<file path="src/assert_macros.svh">
// Assertion macros shared by the RTL of the SIC executor.
// Depends on nothing; included inside module bodies.
`ifndef ASSERT_MACROS_SVH
`define ASSERT_MACROS_SVH

// Assert that an implication holds at every clock edge outside reset.
`define ASSERT_IMPL(label, clk, rstn, prop, msg) \
  label: assert property (@(posedge clk) disable iff (!rstn) prop) else $error(msg);

// Assert that a signal is never high while another condition holds.
`define ASSERT_NEVER(label, clk, rstn, cond, msg) \
  label: assert property (@(posedge clk) disable iff (!rstn) !(cond)) else $error(msg);

`endif

</file>
<file path="src/sic_pkg.sv">
// Package of the SIC executor: widths, opcodes, payload structs and shared types.
// Depends on nothing.
package sic_pkg;

  localparam int unsigned MemBytes = 32768;
  localparam int unsigned AddrW    = $clog2(MemBytes);
  localparam int unsigned WordW    = 24;
  localparam logic [WordW-1:0] WordOnes = '1;

  // Input modes.
  localparam logic [1:0] ModeLoad    = 2'd0;
  localparam logic [1:0] ModeExec    = 2'd1;
  localparam logic [1:0] ModeRestart = 2'd2;

  // Opcodes.
  localparam logic [7:0] OpLda  = 8'd0;
  localparam logic [7:0] OpLdx  = 8'd4;
  localparam logic [7:0] OpSta  = 8'd12;
  localparam logic [7:0] OpStx  = 8'd16;
  localparam logic [7:0] OpAdd  = 8'd24;
  localparam logic [7:0] OpSub  = 8'd28;
  localparam logic [7:0] OpMul  = 8'd32;
  localparam logic [7:0] OpDiv  = 8'd36;
  localparam logic [7:0] OpComp = 8'd40;
  localparam logic [7:0] OpJeq  = 8'd48;
  localparam logic [7:0] OpJgt  = 8'd52;
  localparam logic [7:0] OpJlt  = 8'd56;
  localparam logic [7:0] OpJsub = 8'd72;
  localparam logic [7:0] OpRsub = 8'd76;

  // Condition codes.
  localparam logic [1:0] CcEq = 2'd0;
  localparam logic [1:0] CcGt = 2'd1;
  localparam logic [1:0] CcLt = 2'd2;

  // Register indexes on the configuration port.
  localparam logic [0:0] RegStart = 1'd0;
  localparam logic [0:0] RegEnd   = 1'd1;

  typedef struct packed {
    logic [1:0]  mode;
    logic [14:0] load_address;
    logic [7:0]  load_byte;
  } in_word_t;

  typedef struct packed {
    logic [23:0] accumulator;
    logic [23:0] index_value;
    logic [14:0] link_value;
    logic [14:0] program_counter;
    logic [1:0]  condition_code;
    logic        halted;
    logic        divide_error;
  } out_word_t;

  // Shared arithmetic unit operations.
  typedef enum logic [1:0] {
    AluAdd,
    AluSub,
    AluMul,
    AluDiv
  } alu_op_e;

  // Request from the sequencer to the arithmetic unit.
  typedef struct packed {
    logic        start;
    alu_op_e     op;
    logic [23:0] a;
    logic [23:0] b;
  } alu_req_t;

  // Response from the arithmetic unit.
  typedef struct packed {
    logic        done;
    logic [23:0] result;
  } alu_rsp_t;

endpackage

</file>
<file path="src/sic_alu.sv">
// Shared arithmetic unit: add and subtract in a single step, shift-add multiply and
// restoring divide one bit per cycle. Depends on sic_pkg.
module sic_alu (
  input  logic              clk_i,
  input  logic              rst_ni,
  input  sic_pkg::alu_req_t req_i,
  output sic_pkg::alu_rsp_t rsp_o
);
  import sic_pkg::*;

  logic          busy_q, busy_d;
  alu_op_e       op_q, op_d;
  logic [4:0]    cnt_q, cnt_d;
  logic [23:0]   a_q, a_d;     // multiplicand, or dividend shifting into quotient
  logic [23:0]   b_q, b_d;     // multiplier, or divisor
  logic [23:0]   acc_q, acc_d; // product, or partial remainder
  logic          done_q, done_d;
  logic [24:0]   trial;

  assign trial = {acc_q, a_q[23]} - {1'b0, b_q};

  // Sequencer of the shared unit.
  always_comb begin
    busy_d = busy_q;
    op_d   = op_q;
    cnt_d  = cnt_q;
    a_d    = a_q;
    b_d    = b_q;
    acc_d  = acc_q;
    done_d = 1'b0;
    if (req_i.start) begin
      op_d = req_i.op;
      a_d  = req_i.a;
      b_d  = req_i.b;
      cnt_d = 5'd0;
      case (req_i.op)
        AluAdd: begin
          acc_d = req_i.a + req_i.b;
          done_d = 1'b1;
        end
        AluSub: begin
          acc_d = req_i.a - req_i.b;
          done_d = 1'b1;
        end
        default: begin
          acc_d = '0;
          busy_d = 1'b1;
        end
      endcase
    end else if (busy_q) begin
      case (op_q)
        AluMul: begin
          if (b_q[0]) begin
            acc_d = acc_q + a_q;
          end
          a_d = {a_q[22:0], 1'b0};
          b_d = {1'b0, b_q[23:1]};
        end
        default: begin
          if (!trial[24]) begin
            acc_d = trial[23:0];
          end else begin
            acc_d = {acc_q[22:0], a_q[23]};
          end
          a_d = {a_q[22:0], ~trial[24]};
        end
      endcase
      cnt_d = cnt_q + 5'd1;
      if (cnt_q == 5'd23) begin
        busy_d = 1'b0;
        done_d = 1'b1;
      end
    end
  end

  always_ff @(posedge clk_i or negedge rst_ni) begin
    if (!rst_ni) begin
      busy_q <= 1'b0;
      done_q <= 1'b0;
      op_q   <= AluAdd;
      cnt_q  <= '0;
    end else begin
      busy_q <= busy_d;
      done_q <= done_d;
      op_q   <= op_d;
      cnt_q  <= cnt_d;
    end
  end

  always_ff @(posedge clk_i) begin
    a_q   <= a_d;
    b_q   <= b_d;
    acc_q <= acc_d;
  end

  assign rsp_o.done   = done_q;
  assign rsp_o.result = (op_q == AluDiv) ? a_q : acc_q;

endmodule

</file>
<file path="config.mk">
export PLATFORM = sky130hd
export DESIGN_NAME = sic_alu
export DESIGN_NICKNAME = d
export VERILOG_FILES = /design/src/assert_macros.svh /design/src/sic_pkg.sv /design/src/sic_alu.sv
export SDC_FILE = /design/constraint.sdc
export NUM_CORES = 1
export LEC_CHECK = 0
export ABC_AREA = 1
export BUFFER_PORTS_ARGS = -buffer_cell sky130_fd_sc_hd__buf_4
export CELL_PAD_IN_SITES_DETAIL_PLACEMENT = 1
export CELL_PAD_IN_SITES_GLOBAL_PLACEMENT = 1
export CORE_MARGIN = 4
export CORE_UTILIZATION = 44
export DETAILED_ROUTE_END_ITERATION = 12
export PLACE_DENSITY_LB_ADDON = 0.1
export SYNTH_ARGS = -nofsm -noshare
export SYNTH_HDL_FRONTEND = slang
export SYNTH_SLANG_ARGS = --single-unit
</file>
<file path="constraint.sdc">
create_clock -name clk_i -period 2.9 [get_ports clk_i]
set_input_delay 0.29 -clock clk_i [delete_from_list [all_inputs] [get_ports clk_i]]
set_output_delay 0.29 -clock clk_i [all_outputs]
set_load 0.01 [all_outputs]
</file>
Yosys cells after proc, flatten, opt, wreduce, memory -nomap -nowiden
Index checks and enable logic that the tools add are counted.
{"block": "classes", "n_addsub": 5, "n_eq_ne": 6, "mux": 23, "bitwise_logic": 1, "reduce_logical": 6}
{"operator": "two-way mux 24 bit", "n": 11}
{"operator": "adder 24 bit", "n": 2}
{"operator": "one-hot mux 24 bit (2 select lines)", "n": 1}
{"operator": "subtractor 25 x 24 -> 25 bit", "n": 1}
{"operator": "subtractor 24 bit", "n": 1}
{"operator": "two-way mux 5 bit", "n": 2}
{"operator": "two-way mux 1 bit", "n": 9}
{"operator": "adder 5 x 1 -> 5 bit (second input constant)", "n": 1}
{"operator": "== test 5 bit (second input constant)", "n": 1}
{"operator": "== test 2 bit (second input constant)", "n": 2}
{"operator": "AND reduction 2 bit", "n": 2}
{"operator": "nonzero test 2 bit", "n": 2}
{"operator": "!= test 3 bit (second input constant)", "n": 1}
{"operator": "== test 2 x 1 -> 1 bit (second input constant)", "n": 1}
{"operator": "logical NOT 2 bit", "n": 1}
{"operator": "!= test 2 bit (second input constant)", "n": 1}
{"operator": "OR reduction 2 bit", "n": 1}
{"operator": "NOT 1 bit", "n": 1}
{"block": "word_totals", "ff_bits": 81, "in_bits": 53, "out_inout_bits": 25, "wordCells": 48}

Logic depth before layout (Yosys ltp)
{"block": "logic_depth", "depth_word": 5, "ltp_mapped": 22, "ltp_nobuf": 22}

Least setup slack after synthesis
OpenSTA, ideal clock, no wires.
{"block": "synth_path", "path_kind": "in2reg", "from": "in req_i[0] (netlist name)", "to": "reg acc_q[23] (data pin)", "setup_ps": 252, "t_arrival_ps": 2506, "required_ps": 2648, "path_slack_ps": 142, "cell_stages": 20, "n_path_buf": 0, "path_cell_list": "inv_1 > ha_1 > nand2_1 > inv_1 > nand2_1 > nor2_1 > nand2_1 > nand2_1 > o21ai_0 > a21oi_1 > xor2_1 > ha_1 > nand2_1 > nor3_1 > nand2_1 > or2_2 > nand3_1 > nand2_1 > nand3_1 > nand2_1"}
{"block": "synth_between", "elab_chain_len": 3, "elab_cells_between_ends": 4, "cone_classes": "add/sub (2); mux (2)"}
{"item": "start: declaration", "line_no": "sic_alu.sv:6", "text": "input sic_pkg::alu_req_t req_i,"}
{"item": "subtractor 24 bit / adder 24 bit (equally long branches)", "line_no": "sic_alu.sv:42, sic_alu.sv:38"}
{"item": "one-hot mux 24 bit (2 select lines) *", "line_no": "sic_alu.sv:36", "text": "case (req_i.op)"}
{"item": "two-way mux 24 bit *", "line_no": "sic_alu.sv:31", "text": "if (req_i.start) begin"}
{"item": "named net acc_d[23]", "line_no": "sic_alu.sv:16", "text": "logic [23:0] acc_q, acc_d;"}
{"item": "end signal: assignment", "line_no": "sic_alu.sv:93", "text": "acc_q <= acc_d;"}
{"item": "end: declaration", "line_no": "sic_alu.sv:16"}
The timed path passes the listed nets; every way through them passes the cells marked *.
A chain may end at the register's enable or synchronous reset.

Worst setup path after layout
{"block": "layout_path", "from": "reg acc_q[0]", "to": "reg acc_q[20] (data pin)"}
{"block": "layout_between", "elab_chain_len": 5, "elab_cells_between_ends": 7, "cone_classes": "add/sub (2); mux (5)"}
{"item": "subtractor 25 x 24 -> 25 bit / adder 24 bit (equally long branches)", "line_no": "sic_alu.sv:20, sic_alu.sv:54"}
{"item": "two-way mux 24 bit (on tied branches)", "line_no": "sic_alu.sv:60, sic_alu.sv:53"}
{"item": "two-way mux 24 bit *", "line_no": "sic_alu.sv:51", "text": "case (op_q)"}
{"item": "two-way mux 24 bit *", "line_no": "sic_alu.sv:50", "text": "end else if (busy_q) begin"}
{"item": "two-way mux 24 bit *", "line_no": "sic_alu.sv:31"}
{"item": "named net acc_d[20]", "line_no": "sic_alu.sv:16"}
The timed path passes the listed nets; every way through them passes the cells marked *. The select of a mux whose other input is x is not followed.

==> summary.txt <==
Clock network power share: 11.5%
Final WS setup: 0.0732 ns
FF-to-FF setup slack: 0.07 ns
Rows: 53
Top-level port count: 78
Clock net sink count: 81
DRT Pass-1 Iters: 6
Reported max-cap violation count: 0
Final layout net count: 1818
Hold WC Path Type: in -> reg
P_leak: 6.16 nW
Layout overhead on the synthesized area: 25.7%
Share of the synthesized area in the top cell type: 23.2%
Number of global-route vias before repair: 11300
Number of cells traversed by the worst register-to-register path: 13
Iter 0 DRT Violations: 918
Global Route met3 Usage: 4.50%
Final critical-path required period: 2.83 ns
Via/cell ratio: 5.66
Cells taking the most area after synthesis: sky130_fd_sc_hd__edfxtp_1, sky130_fd_sc_hd__nand2_1, sky130_fd_sc_hd__ha_1, sky130_fd_sc_hd__inv_1, sky130_fd_sc_hd__o21ai_0
Clock buffers created by TritonCTS: 9
Clock Latency Late Sink: 0.35 ns
Die W: 154 um
Maximum clock frequency: 0.354 GHz
Detail Route Antenna Nets: 0
Most common cell in the synthesized netlist: sky130_fd_sc_hd__nand2_1
Global-route wire length before repair: 63.0 mm
Required time worst endpoint: 3.01 ns
Number of flip-flops and latches in the synthesized netlist: 81
Post-Synthesis Cells: 1481
Ys flop type: sky130_fd_sc_hd__edfxtp_1
Antenna violations before repair: 1
Clock transition at the register clock pins on the worst setup and hold paths after CTS: 0.07 ns
RSZ-0062 raised after global routing: yes
Maximum fanout encountered on the critical timing path: 5
Maximum vdd ir drop: 0.323 mV
Initial Utilization: 44.6%
Routed wirelength normalized by instance count: 21.5 um
Capturing point of the worst reg2reg path: acc_q[20]
Met1 usage: 45.8%
Count of fill cells added during filler insertion: 2900
Post-synth net total: 1610
Run status: complete, no violations
Core area: 21000 sq um
Number of vias after detailed routing: 11100
Mapped Area: 9340 sq um
Number of setup violations in the final report: 0
Area after detailed placement: 11100 sq um
Avg Inst Size Synth: 6.30 sq um
Fraction of final layout cells sized beyond drive strength 1: 18.9%
Combinational share of power: 69.5%
Met2 demand-to-capacity share in global routing: 56.2%
Post-Route WL: 42.4 mm
GRT busiest layer: met2
Launch instance of the worst register-to-register path: acc_q[0]
Commonest cells post-synth: sky130_fd_sc_hd__nand2_1, sky130_fd_sc_hd__inv_1, sky130_fd_sc_hd__o21ai_0
Pin count of the biggest net entering global routing: 57
CTS tree: built
Worst path arrival time: 2.93 ns
Net switching share of the total power: 54.0%
# diodes: 0
GRT overflow: 0
Synth warnings: 0
Global placer's final weighted congestion: 1.01
Fraction of registers with async set/reset: 11.1%
Ratio of total power to cell area: 872 nW/um^2
Slew headroom: 17.4%
CP Capture Point: acc_q[20]
Number of enable flip-flop cells after synthesis: 72
Launch point of the worst path: acc_q[0]
Register share of total power: 19.1%
Startpoint types: flop
DIE AREA: 23600 sq um
Global-route usage over all layers: 34.2%
Kind of capture point of the worst setup path: flop
Chip height: 154 um
Post-synth cell types: 45
Sequential cell area fraction in the yosys report: 25.6%
HPWL after detailed placement: 34.5 mm
Slew Viols, Final: 0
Critical path class: reg -> reg
Post-placement worst setup slack: -0.435 ns
Clock H-tree levels: 3
CTS Root Buffer Type: sky130_fd_sc_hd__clkbuf_16
Net switching power figure: 5.53 mW
Cell type with the highest aggregate area in the netlist: sky130_fd_sc_hd__edfxtp_1
Period Utilization, post-route: 97.5%
Power Internal: 4.71 mW
Final-layout worst hold slack: 0.213 ns
Largest buffer count on any clock path: 2
Pin slew with the least headroom to its limit: 1.24 ns
Count of unresolved DRC violations after routing: 0
IO buf count: 77
Post-Layout Inst Area: 11700 sq um
Fin. Hold Viols: 0
Clk_skew: 0.00829 ns
## critical path, stage by stage (launching register included)
cell,delay (ns)
sky130_fd_sc_hd__edfxtp_1,0.44
sky130_fd_sc_hd__ha_1,0.32
sky130_fd_sc_hd__inv_1,0.10
sky130_fd_sc_hd__fa_1,0.43
sky130_fd_sc_hd__o21ai_1,0.28
sky130_fd_sc_hd__nand2_1,0.16
sky130_fd_sc_hd__nor2_1,0.23
sky130_fd_sc_hd__nand2_1,0.12
sky130_fd_sc_hd__nand3_1,0.11
sky130_fd_sc_hd__nand2_1,0.05
sky130_fd_sc_hd__nand3_1,0.07
sky130_fd_sc_hd__nand2_1,0.12
sky130_fd_sc_hd__nand2_1,0.09
sky130_fd_sc_hd__nand2_1,0.05
## stage by stage
stage | util (%) | power (mW) | std cells | setup TNS, ns
floorplan | - | 5.95 | 1481 | 0
global placement | 53.2 | 8.34 | 1943 | -1.53
detailed placement | 53.2 | 8.57 | 1943 | -3.44
CTS | 54.6 | 9.78 | 1960 | 0
global route | 56.0 | 10.9 | 1969 | -0.340
finish | 56.0 | 10.2 | 1969 | 0
## what timing repair did
| item | 4_1_cts | 5_1_grt |
|---|---|---|
| hold buffers | 1 | 0 |
| buffers inserted | 0 | 7 |
| hold endpoints to repair | 9 | 0 |
| pin swaps | 0 | 14 |
| resized for setup | 1 | 61 |
| endpoints found under the setup margin | 1 | 14 |
| gates cloned | 0 | 2 |
## how the worst min path moves through the flow
stage / startpoint / to / slack [ns] / cells past startpoint
final: req_i[48] / op_q[0] / 0.21 / 3
after global routing: req_i[48] / op_q[0] / 0.24 / 3
after CTS: req_i[48] / op_q[0] / 0.22 / 3
after detailed placement: rst_ni / cnt_q[1] / 0.12 / 1
after global placement: rst_ni / cnt_q[0] / 0.12 / 1
after floorplan: rst_ni / busy_q / -0.006 / 0
## flip-flops by register name, indices dropped and copies added, names as in the netlist
signal and count:
cnt_q 5, b_q 24, op_q 2, busy_q 1, acc_q 24, done_q 1
a_q 24
## per-layer routing
metal,up-vias,share of wire (%)
li1,5224,-
met1,5394,43
met2,421,46
met3,99,6.6
met4,2,5.0
met5,-,0.031
## cell families after synthesis
kind of cell             synth area share (%)
buffers and inverters                    11.7
AO/OA/AOI/OAI                            14.4
AND/OR/NAND/NOR                          34.3
adder cells (fa/ha/maj)                  10.4
flip-flops                               25.6
XOR/XNOR                                 3.66
## cells in the final DEF, fill, tap and decap left out, types with 8 or more instances in the layout
master | netlist | layout
sky130_fd_sc_hd__a21oi_1 | 89 | 81
sky130_fd_sc_hd__a21oi_2 | 0 | 8
sky130_fd_sc_hd__a31oi_1 | 10 | 10
sky130_fd_sc_hd__buf_4 | 2 | 224
sky130_fd_sc_hd__clkbuf_16 | 0 | 9
sky130_fd_sc_hd__dfrtp_1 | 9 | 9
sky130_fd_sc_hd__edfxtp_1 | 72 | 72
sky130_fd_sc_hd__ha_1 | 73 | 67
sky130_fd_sc_hd__inv_1 | 239 | 237
sky130_fd_sc_hd__nand2_1 | 469 | 464
sky130_fd_sc_hd__nand2_2 | 15 | 20
sky130_fd_sc_hd__nand3_1 | 96 | 95
sky130_fd_sc_hd__nand4_1 | 19 | 19
sky130_fd_sc_hd__nor2_1 | 106 | 97
sky130_fd_sc_hd__nor2_2 | 1 | 10
sky130_fd_sc_hd__nor3_1 | 24 | 19
sky130_fd_sc_hd__o21ai_0 | 123 | 112
sky130_fd_sc_hd__o21ai_1 | 4 | 12
sky130_fd_sc_hd__or2_2 | 8 | 8
sky130_fd_sc_hd__xor2_1 | 32 | 32
## power groups by stage
stage	logic (mW)	clock network (mW)	registers, mW
finish	7.11	1.17	1.95
detailed placement	6.60	0	1.96
global route	7.75	1.23	1.95
global placement	6.38	0	1.95
CTS	6.67	1.17	1.94
floorplan	4.17	0	1.78
## area by class of cell
cell class	count	area, sq um	share of cell area (%)
Clock inverter	6	51.3	0.437
Inverter	242	908	7.74
Clock buffer	10	239	2.04
Tap cell	275	344	2.93
Timing Repair Buffer	226	1710	14.6
Sequential cell	81	2390	20.3
Multi-Input combinational cell	1129	6100	51.9
(Power assumes the default switching activity.)
